`config.mk`:
```
export PLATFORM = sky130hd
export DESIGN_NAME = png_row_filter_selector
export DESIGN_NICKNAME = d
export VERILOG_FILES = /design/src/design/pngrf_pkg.sv /design/src/design/pngrf_fifo.sv /design/src/design/pngrf_front.sv /design/src/design/pngrf_back.sv /design/src/design/png_row_filter_selector.sv
export SDC_FILE = /design/constraint.sdc
export NUM_CORES = 1
export LEC_CHECK = 0
export BUFFER_PORTS_ARGS = -buffer_cell sky130_fd_sc_hd__buf_2
export CORE_MARGIN = 2
export CORE_UTILIZATION = 40
export CTS_CLUSTER_SIZE = 14
export DETAILED_ROUTE_END_ITERATION = 10
export MAX_ROUTING_LAYER = met4
export PLACE_DENSITY = 0.65
export SLEW_MARGIN = 20
export SYNTH_ARGS = -nofsm -noshare
export SYNTH_HDL_FRONTEND = slang
export SYNTH_SLANG_ARGS = --single-unit
```
`constraint.sdc`:
```
create_clock -name clock -period 14.7 [get_ports clock]
set_input_delay 2.205 -clock clock [delete_from_list [all_inputs] [get_ports clock]]
set_output_delay 2.205 -clock clock [all_outputs]
set_load 0.1 [all_outputs]
```
`src/design/pngrf_pkg.sv`:
```
`timescale 1ns / 1ps

package pngrf_pkg;

   localparam int MAX_BPP_DEFAULT = 4;
   localparam int DATA_W          = 8;
   localparam int BPP_W           = 3;
   localparam int SUM_W           = 22;
   localparam int FILTER_W        = 3;
   localparam int NUM_FILTERS     = 5;
   localparam int MID_DEPTH       = 2;
   localparam int OUT_DEPTH       = 4;
   localparam int OUT_CNT_W       = $clog2(OUT_DEPTH + 1);

   typedef enum logic [FILTER_W-1:0] {
      FILTER_NONE    = 3'd0,
      FILTER_SUB     = 3'd1,
      FILTER_UP      = 3'd2,
      FILTER_AVERAGE = 3'd3,
      FILTER_PAETH   = 3'd4
   } filter_type;

   typedef struct packed {
      logic [DATA_W-1:0] here_byte;
      logic [DATA_W-1:0] above_byte;
      logic              above_valid;
      logic              last_byte;
   } req_type;

   typedef struct packed {
      filter_type       best_filter;
      logic [SUM_W-1:0] best_sum;
   } rsp_type;

   // request with its neighbors resolved
   typedef struct packed {
      logic [DATA_W-1:0] here;
      logic [DATA_W-1:0] left;
      logic [DATA_W-1:0] above;
      logic [DATA_W-1:0] diag;
      logic              last;
   } work_type;

endpackage

```
`src/design/pngrf_fifo.sv`:
```
`timescale 1ns / 1ps

module pngrf_fifo #(
   parameter int DEPTH = 2,
   parameter int WIDTH = 8,
   localparam int PTR_W = (DEPTH > 1) ? $clog2(DEPTH) : 1,
   localparam int CNT_W = $clog2(DEPTH + 1)
) (
   input  logic             clock,
   input  logic             reset,
   input  logic             push,
   input  logic [WIDTH-1:0] push_data,
   output logic             full,
   input  logic             pop,
   output logic [WIDTH-1:0] pop_data,
   output logic             empty,
   output logic [CNT_W-1:0] count
);

   logic [WIDTH-1:0] mem_ff [DEPTH];
   logic [PTR_W-1:0] wr_ptr_ff, wr_ptr_in;
   logic [PTR_W-1:0] rd_ptr_ff, rd_ptr_in;
   logic [CNT_W-1:0] count_ff, count_in;
   logic             do_push, do_pop;

   assign full     = (count_ff == CNT_W'(DEPTH));
   assign empty    = (count_ff == '0);
   assign count    = count_ff;
   assign pop_data = mem_ff[rd_ptr_ff];
   assign do_push  = push & ~full;
   assign do_pop   = pop & ~empty;

   always_comb begin
      wr_ptr_in = wr_ptr_ff;
      rd_ptr_in = rd_ptr_ff;
      count_in  = count_ff;
      if (do_push) begin
         wr_ptr_in = (wr_ptr_ff == PTR_W'(DEPTH - 1)) ? '0 : wr_ptr_ff + 1'b1;
      end
      if (do_pop) begin
         rd_ptr_in = (rd_ptr_ff == PTR_W'(DEPTH - 1)) ? '0 : rd_ptr_ff + 1'b1;
      end
      if (do_push && !do_pop) begin
         count_in = count_ff + 1'b1;
      end else if (do_pop && !do_push) begin
         count_in = count_ff - 1'b1;
      end
   end

   always_ff @(posedge clock) begin
      if (reset) begin
         wr_ptr_ff <= '0;
         rd_ptr_ff <= '0;
         count_ff  <= '0;
      end else begin
         wr_ptr_ff <= wr_ptr_in;
         rd_ptr_ff <= rd_ptr_in;
         count_ff  <= count_in;
      end
   end

   always_ff @(posedge clock) begin
      if (do_push) begin
         mem_ff[wr_ptr_ff] <= push_data;
      end
   end

endmodule

```
`src/design/pngrf_front.sv`:
```
`timescale 1ns / 1ps

module pngrf_front
   import pngrf_pkg::*;
#(
   parameter int MAX_BPP = MAX_BPP_DEFAULT
) (
   input  logic             clock,
   input  logic             reset,
   input  logic             csr_write_en,
   input  logic [BPP_W-1:0] csr_write_data,
   input  logic             req_push,
   input  req_type          req_data,
   input  logic             mid_full,
   output logic             mid_push,
   output work_type         mid_data
);

   localparam int IDX_W = (MAX_BPP > 1) ? $clog2(MAX_BPP) : 1;
   localparam int CNT_W = $clog2(MAX_BPP + 1);
   localparam int CMP_W = BPP_W + 1;

   logic [BPP_W-1:0]  bpp_ff;
   logic [DATA_W-1:0] row_hist_ff   [MAX_BPP];
   logic [DATA_W-1:0] above_hist_ff [MAX_BPP];
   logic [CNT_W-1:0]  seen_ff, seen_in;
   logic [CMP_W-1:0]  bpp_wide, stride_wide;
   logic [CNT_W-1:0]  stride;
   logic [IDX_W-1:0]  tap;
   logic              have_left;
   logic              accept;

   assign accept   = req_push & ~mid_full;
   assign mid_push = accept;

   // stride clamped to 1..MAX_BPP
   always_comb begin
      bpp_wide = {1'b0, bpp_ff};
      if (bpp_ff == '0) begin
         stride_wide = CMP_W'(1);
      end else if (bpp_wide > CMP_W'(MAX_BPP)) begin
         stride_wide = CMP_W'(MAX_BPP);
      end else begin
         stride_wide = bpp_wide;
      end
      stride    = CNT_W'(stride_wide);
      tap       = IDX_W'(stride - 1'b1);
      have_left = (seen_ff >= stride);
   end

   always_comb begin
      mid_data.here  = req_data.here_byte;
      mid_data.last  = req_data.last_byte;
      mid_data.above = req_data.above_valid ? req_data.above_byte : '0;
      mid_data.left  = have_left ? row_hist_ff[tap] : '0;
      mid_data.diag  = (have_left && req_data.above_valid) ? above_hist_ff[tap] : '0;
   end

   always_comb begin
      seen_in = seen_ff;
      if (req_data.last_byte) begin
         seen_in = '0;
      end else if (seen_ff < CNT_W'(MAX_BPP)) begin
         seen_in = seen_ff + 1'b1;
      end
   end

   always_ff @(posedge clock) begin
      if (reset) begin
         bpp_ff  <= BPP_W'(1);
         seen_ff <= '0;
      end else begin
         if (csr_write_en) begin
            bpp_ff <= csr_write_data;
         end
         if (accept) begin
            seen_ff <= seen_in;
         end
      end
   end

   always_ff @(posedge clock) begin
      if (accept) begin
         row_hist_ff[0]   <= req_data.here_byte;
         above_hist_ff[0] <= req_data.above_byte;
         for (int i = 1; i < MAX_BPP; i++) begin
            row_hist_ff[i]   <= row_hist_ff[i-1];
            above_hist_ff[i] <= above_hist_ff[i-1];
         end
      end
   end

endmodule

```
`src/design/pngrf_back.sv`:
```
`timescale 1ns / 1ps

module pngrf_back
   import pngrf_pkg::*;
(
   input  logic                 clock,
   input  logic                 reset,
   input  logic                 mid_empty,
   input  work_type             mid_data,
   output logic                 mid_pop,
   input  logic [OUT_CNT_W-1:0] out_count,
   output logic                 out_push,
   output rsp_type              out_data
);

   localparam int PEND_W = OUT_CNT_W + 1;

   function automatic logic [DATA_W-1:0] magnitude(input logic [DATA_W-1:0] v);
      return v[DATA_W-1] ? DATA_W'(~v + 1'b1) : v;
   endfunction

   function automatic logic [DATA_W-1:0] paeth(input logic [DATA_W-1:0] left,
                                               input logic [DATA_W-1:0] above,
                                               input logic [DATA_W-1:0] diag);
      logic signed [DATA_W:0]   p_up, p_lf;
      logic signed [DATA_W+1:0] p_sum;
      logic [DATA_W:0]          pa, pb, pc;
      p_up  = $signed({1'b0, above}) - $signed({1'b0, diag});
      p_lf  = $signed({1'b0, left}) - $signed({1'b0, diag});
      p_sum = $signed({p_up[DATA_W], p_up}) + $signed({p_lf[DATA_W], p_lf});
      pa    = p_up[DATA_W] ? (DATA_W+1)'(-p_up) : p_up;
      pb    = p_lf[DATA_W] ? (DATA_W+1)'(-p_lf) : p_lf;
      pc    = p_sum[DATA_W+1] ? (DATA_W+1)'(-p_sum) : (DATA_W+1)'(p_sum);
      if (pa <= pb && {1'b0, pa} <= {1'b0, pc}) begin
         return left;
      end else if ({1'b0, pb} <= {1'b0, pc}) begin
         return above;
      end
      return diag;
   endfunction

   logic [DATA_W-1:0] mag_in [NUM_FILTERS];
   logic [DATA_W-1:0] mag_ff [NUM_FILTERS];
   logic              s1_valid_ff, s1_last_ff;
   logic [SUM_W-1:0]  sums_ff [NUM_FILTERS];
   logic [SUM_W-1:0]  sums_in [NUM_FILTERS];
   logic [SUM_W-1:0]  upd     [NUM_FILTERS];
   logic [SUM_W-1:0]  fin_ff  [NUM_FILTERS];
   logic              fin_valid_ff;
   logic [PEND_W-1:0] pending;
   logic [DATA_W:0]   avg_sum;
   logic [DATA_W-1:0] avg_pred, paeth_pred;
   filter_type        pick01, pick23, pick03, pick_all;
   logic [SUM_W-1:0]  v01, v23, v03;

   // results in flight each need a free output slot
   assign pending = PEND_W'(s1_valid_ff & s1_last_ff) + PEND_W'(fin_valid_ff)
                    + PEND_W'(out_count);
   assign mid_pop = ~mid_empty & (pending < PEND_W'(OUT_DEPTH));

   // residual magnitudes
   always_comb begin
      avg_sum    = {1'b0, mid_data.left} + {1'b0, mid_data.above};
      avg_pred   = avg_sum[DATA_W:1];
      paeth_pred = paeth(mid_data.left, mid_data.above, mid_data.diag);
      mag_in[FILTER_NONE]    = magnitude(mid_data.here);
      mag_in[FILTER_SUB]     = magnitude(mid_data.here - mid_data.left);
      mag_in[FILTER_UP]      = magnitude(mid_data.here - mid_data.above);
      mag_in[FILTER_AVERAGE] = magnitude(mid_data.here - avg_pred);
      mag_in[FILTER_PAETH]   = magnitude(mid_data.here - paeth_pred);
   end

   // saturating accumulate
   always_comb begin
      logic [SUM_W:0] total;
      for (int k = 0; k < NUM_FILTERS; k++) begin
         total      = {1'b0, sums_ff[k]} + (SUM_W+1)'(mag_ff[k]);
         upd[k]     = total[SUM_W] ? '1 : total[SUM_W-1:0];
         sums_in[k] = s1_last_ff ? '0 : upd[k];
      end
   end

   always_ff @(posedge clock) begin
      if (reset) begin
         s1_valid_ff  <= 1'b0;
         fin_valid_ff <= 1'b0;
         for (int k = 0; k < NUM_FILTERS; k++) begin
            sums_ff[k] <= '0;
         end
      end else begin
         s1_valid_ff  <= mid_pop;
         fin_valid_ff <= s1_valid_ff & s1_last_ff;
         if (s1_valid_ff) begin
            for (int k = 0; k < NUM_FILTERS; k++) begin
               sums_ff[k] <= sums_in[k];
            end
         end
      end
   end

   always_ff @(posedge clock) begin
      if (mid_pop) begin
         s1_last_ff <= mid_data.last;
         for (int k = 0; k < NUM_FILTERS; k++) begin
            mag_ff[k] <= mag_in[k];
         end
      end
      if (s1_valid_ff && s1_last_ff) begin
         for (int k = 0; k < NUM_FILTERS; k++) begin
            fin_ff[k] <= upd[k];
         end
      end
   end

   // minimum, lower code wins a tie
   always_comb begin
      pick01 = (fin_ff[FILTER_SUB] < fin_ff[FILTER_NONE]) ? FILTER_SUB : FILTER_NONE;
      v01    = (pick01 == FILTER_SUB) ? fin_ff[FILTER_SUB] : fin_ff[FILTER_NONE];
      pick23 = (fin_ff[FILTER_AVERAGE] < fin_ff[FILTER_UP]) ? FILTER_AVERAGE : FILTER_UP;
      v23    = (pick23 == FILTER_AVERAGE) ? fin_ff[FILTER_AVERAGE] : fin_ff[FILTER_UP];
      pick03 = (v23 < v01) ? pick23 : pick01;
      v03    = (v23 < v01) ? v23 : v01;
      pick_all = (fin_ff[FILTER_PAETH] < v03) ? FILTER_PAETH : pick03;
      out_data.best_filter = pick_all;
      out_data.best_sum    = (pick_all == FILTER_PAETH) ? fin_ff[FILTER_PAETH] : v03;
   end

   assign out_push = fin_valid_ff;

endmodule

```
`src/design/png_row_filter_selector.sv`:
```
`timescale 1ns / 1ps

// png row filter selector: scores each scanline byte against the none, sub,
// up, average and paeth predictors and reports the filter with the smallest
// sum of residual magnitudes once per row.
// request side: present req_data with req_push; taken when req_full is low.
// set last_byte on the final byte of a row; only that byte yields a response.
// response side: while rsp_empty is low, rsp_data holds the oldest result;
// assert rsp_pop to take it.
// csr_write_en with csr_write_data sets the pixel stride (0 acts as 1,
// values above MAX_BPP act as MAX_BPP); write only while the block is idle.
// throughput: one request per cycle while req_full is low; the front stage
// resolves neighbors from the pixel delay line, the back stage scores through
// a residual magnitude register and a final sum register; a row's response
// goes through the mid queue, those registers and the output queue.
// when rsp_pop stays low, up to four responses are held, then the back stage
// stops and the two-entry queue between the stages fills and raises req_full.
// reset clears both queues, the running sums, the byte count and sets the
// stride to 1.
module png_row_filter_selector
   import pngrf_pkg::*;
#(
   parameter int MAX_BPP = MAX_BPP_DEFAULT
) (
   input  logic             clock,
   input  logic             reset,
   input  logic             csr_write_en,
   input  logic [BPP_W-1:0] csr_write_data,
   input  logic             req_push,
   input  req_type          req_data,
   output logic             req_full,
   output logic             rsp_empty,
   input  logic             rsp_pop,
   output rsp_type          rsp_data
);

   localparam int WORK_W = $bits(work_type);
   localparam int RSP_W  = $bits(rsp_type);

   logic                 mid_push, mid_full, mid_pop, mid_empty;
   work_type             mid_wr_data, mid_rd_data;
   logic [WORK_W-1:0]    mid_rd_bits;
   logic                 out_push;
   rsp_type              out_wr_data;
   logic [RSP_W-1:0]     out_rd_bits;
   logic [OUT_CNT_W-1:0] out_count;

   assign req_full    = mid_full;
   assign mid_rd_data = work_type'(mid_rd_bits);
   assign rsp_data    = rsp_type'(out_rd_bits);

   pngrf_front #(
      .MAX_BPP (MAX_BPP)
   ) u_front (
      .clock          (clock),
      .reset          (reset),
      .csr_write_en   (csr_write_en),
      .csr_write_data (csr_write_data),
      .req_push       (req_push),
      .req_data       (req_data),
      .mid_full       (mid_full),
      .mid_push       (mid_push),
      .mid_data       (mid_wr_data)
   );

   pngrf_fifo #(
      .DEPTH (MID_DEPTH),
      .WIDTH (WORK_W)
   ) u_mid_queue (
      .clock     (clock),
      .reset     (reset),
      .push      (mid_push),
      .push_data (mid_wr_data),
      .full      (mid_full),
      .pop       (mid_pop),
      .pop_data  (mid_rd_bits),
      .empty     (mid_empty),
      .count     ()
   );

   pngrf_back u_back (
      .clock     (clock),
      .reset     (reset),
      .mid_empty (mid_empty),
      .mid_data  (mid_rd_data),
      .mid_pop   (mid_pop),
      .out_count (out_count),
      .out_push  (out_push),
      .out_data  (out_wr_data)
   );

   pngrf_fifo #(
      .DEPTH (OUT_DEPTH),
      .WIDTH (RSP_W)
   ) u_out_queue (
      .clock     (clock),
      .reset     (reset),
      .push      (out_push),
      .push_data (out_wr_data),
      .full      (),
      .pop       (rsp_pop),
      .pop_data  (out_rd_bits),
      .empty     (rsp_empty),
      .count     (out_count)
   );

endmodule
```
==> flow_summary.json <==
{
  "cts_sinks": 513,
  "avgViaCountPerCell": 5.403,
  "synth_edf_count": 491,
  "yosys_warnings": 0,
  "dr_total_vias": 18950,
  "path_max_fanout": 31,
  "final_cells": 3507,
  "die-area_um2": 73970,
  "synth_ff_type": "edfxtp_1",
  "slew_viol_final": 0,
  "tns_ns": 0,
  "fin_nets": 2771,
  "htree_num_levels": 2,
  "hp-class": "register to register",
  "cts_tree": "yes",
  "arrival_ns": 11.26,
  "antenna_found_initial": 0,
  "fp.dieW_um": 272.0,
  "core_um2": 71240,
  "synth-seq-area-share_pct": 52.87,
  "cp-end-kind": "register",
  "slowest_stage": "xor2_1",
  "min_period_over_period_pct": 74.36,
  "cpPeakStageDelay_ns": 0.72,
  "grt_pass1_vias": 19000,
  "synth_most_common_cell": "edfxtp_1",
  "syn2layout_area_growth_pct": 11.16,
  "rrSetupSlack_ns": 3.77,
  "whs_ns": 0.4336,
  "synthTopCellsByArea": "edfxtp_1 (51%), ha_1 (9.5%), a21oi_1 (3.6%)",
  "ys_ff_latch": 513,
  "hold_viol_final": 0,
  "startpoint_type": "register",
  "rsz0062_at_grt": "no",
  "run_status": "completed",
  "postCtsHoldBufs": 0,
  "crit_type": "register to register",
  "min_period_ns": 10.93,
  "clk_pin_slew_ns": 0.06,
  "drv_cap": 0,
  "synth_commonest_cells": "edfxtp_1 (491), ha_1 (218), a21oi_1 (204), inv_1 (166), nor2_1 (164)",
  "synth_top_area_share_pct": 51.33,
  "post_dp_cell_area_um2": 30120,
  "cts-root-buf": "clkbuf_16",
  "slew_headroom_pct": 36.83,
  "grt.overflow.total": 0,
  "ant_nets": 0,
  "async_reset_ff_share_pct": 0,
  "drc": 0,
  "syn_avg_cell_area_um2": 11.70,
  "wl_per_cell_um": 18.40,
  "drtPass1Iterations": 5,
  "multiInputGateArea_um2": 12640,
  "yosysTopAreaCell": "edfxtp_1",
  "routed_wl_um": 64530,
  "clk_latency_ns": 0.61,
  "setup_viol": 0,
  "fillers": 6412,
  "grt_pass1_wl_um": 103500,
  "postCtsSetupBuffers": 0,
  "antennaDiodeCount": 0,
  "cts-resized-gates": 0,
  "syn_nets": 2712,
  "required_ns": 15.03,
  "tightest_slew_ns": 0.9377,
  "fin_skew_ns": 0.03901,
  "fp-row-count": 98,
  "stdcell_area_um2": 31930,
  "grt_max_degree": 69,
  "initial_core_util_pct": 40.32,
  "dpl.cell_count": 3408,
  "ff_latch_area_um2": 15190,
  "cts_made_buffers": 53,
  "portBuffers": 52,
  "postSynthCellCount": 2454,
  "drt_iter0_markers": 1190,
  "yosysUniqueCellTypes": 77,
  "netlist_area_um2": 28720,
  "pin_count": 53,
  "clk_path_buf_depth": 3,
  "die_y_um": 272.0,
  "timing.fmax_mhz": 91.48,
  "gp_congestion": 0.9931,
  "grt_util_all_layers_pct": 17.90,
  "drive_above_1_share_pct": 9.621,
  "dp_hpwl_um": 47390
}
==> metal layers <==
metal | vias to the layer above | wire length (um) | share of wire (%) | global-route usage, %
li1 | 9189 | - | - | -
met4 | 0 | 1603 | 2.5 | 4.887
met3 | 114 | 2612 | 4.0 | 2.213
met2 | 436 | 31240 | 48 | 29.93
met5 | - | 0 | 0 | -
met1 | 9210 | 29070 | 45 | 22.97
==> logic make-up after synthesis <==
family / count (synthesis) / share of synthesized area, %
flops: 513 / 52.87
fa+ha+maj: 239 / 10.74
buf+inv: 243 / 3.215
compound gates: 517 / 11.02
xor+xnor: 169 / 5.179
simple gates: 655 / 11.66
mux: 118 / 5.323
==> stage by stage <==
| step | util (%) | setup WS [ns] |
|---|---|---|
| 6_report | 44.82 | 3.769 |
| 2_1_floorplan | - | 4.438 |
| 3_5_place_dp | 42.28 | 3.793 |
| 5_1_grt | 44.82 | 2.993 |
| 4_1_cts | 44.82 | 3.717 |
| 3_3_place_gp | 42.28 | 3.994 |
==> placed cells by master (no fill, tap or decap), types with 7 or more instances in the layout <==
cell	n
edfxtp_1	491
ha_1	218
a21oi_1	204
inv_1	165
nor2_1	163
nand2_1	148
o21ai_0	103
xnor2_1	88
xor2_1	80
a21o_1	70
mux2i_1	68
nor2b_1	61
nand3_1	60
clkbuf_16	55
buf_2	52
nand2b_1	43
and3_1	33
buf_4	29
a211oi_1	27
and2_1	25
mux4_2	25
nand4_1	24
mux2_2	23
nor3_1	21
dfxtp_1	20
o21a_1	16
and4b_1	16
a31oi_1	15
o21bai_1	14
fa_1	14
clkinv_1	11
nor4_1	10
clkbuf_1	10
and4_1	9
or2_2	9
o211ai_1	8
clkinv_2	8
or3_1	7
bufinv_16	7
==> sequential cells by signal, indices dropped and copies added (netlist names), 2 cells and up, named ones only <==
name and flops:
u_back.fin_ff 110, u_back.mag_ff 40, u_back.sums_ff 110, u_front.above_hist_ff 32
u_front.bpp_ff 3, u_front.row_hist_ff 32, u_front.seen_ff 3, u_mid_queue.count 2
u_mid_queue.mem_ff 66, u_out_queue.count 3, u_out_queue.mem_ff 100, u_out_queue.rd_ptr_ff 2
u_out_queue.wr_ptr_ff 2
==> final timing paths <==
kind                                          from                               endpoint  depth (start not counted)
max reg2reg                               register         u_back.mag_ff[0][34]$_DFFE_PP_                         38
max                                       register         u_back.mag_ff[0][34]$_DFFE_PP_                         38
min          u_front.above_hist_ff[0][4]$_DFFE_PP_  u_front.above_hist_ff[1][4]$_DFFE_PP_                          0
min reg2reg  u_front.above_hist_ff[0][4]$_DFFE_PP_  u_front.above_hist_ff[1][4]$_DFFE_PP_                          0
==> cell type report <==
cell class | count | area share, %
clock buffer | 67 | 4.514
clock inverter | 32 | 1.144
inverter | 166 | 1.952
multi-input combinational | 1698 | 39.60
sequential | 513 | 47.57
tap | 950 | 3.723
timing repair buffer | 81 | 1.497
==> worst max-delay path, delay by kind of cell, from the launching register on <==
kind	cells	cell delay (ns)
simple gates	6	1.34
compound gates	16	3.50
buf+inv	3	0.65
mux	2	0.72
flops	1	0.35
fa+ha+maj	8	2.69
xor+xnor	3	1.37
Power is left out: the tool's default activity adds up to more than one toggle a clock period on the data nets, which glitch-free logic cannot reach.
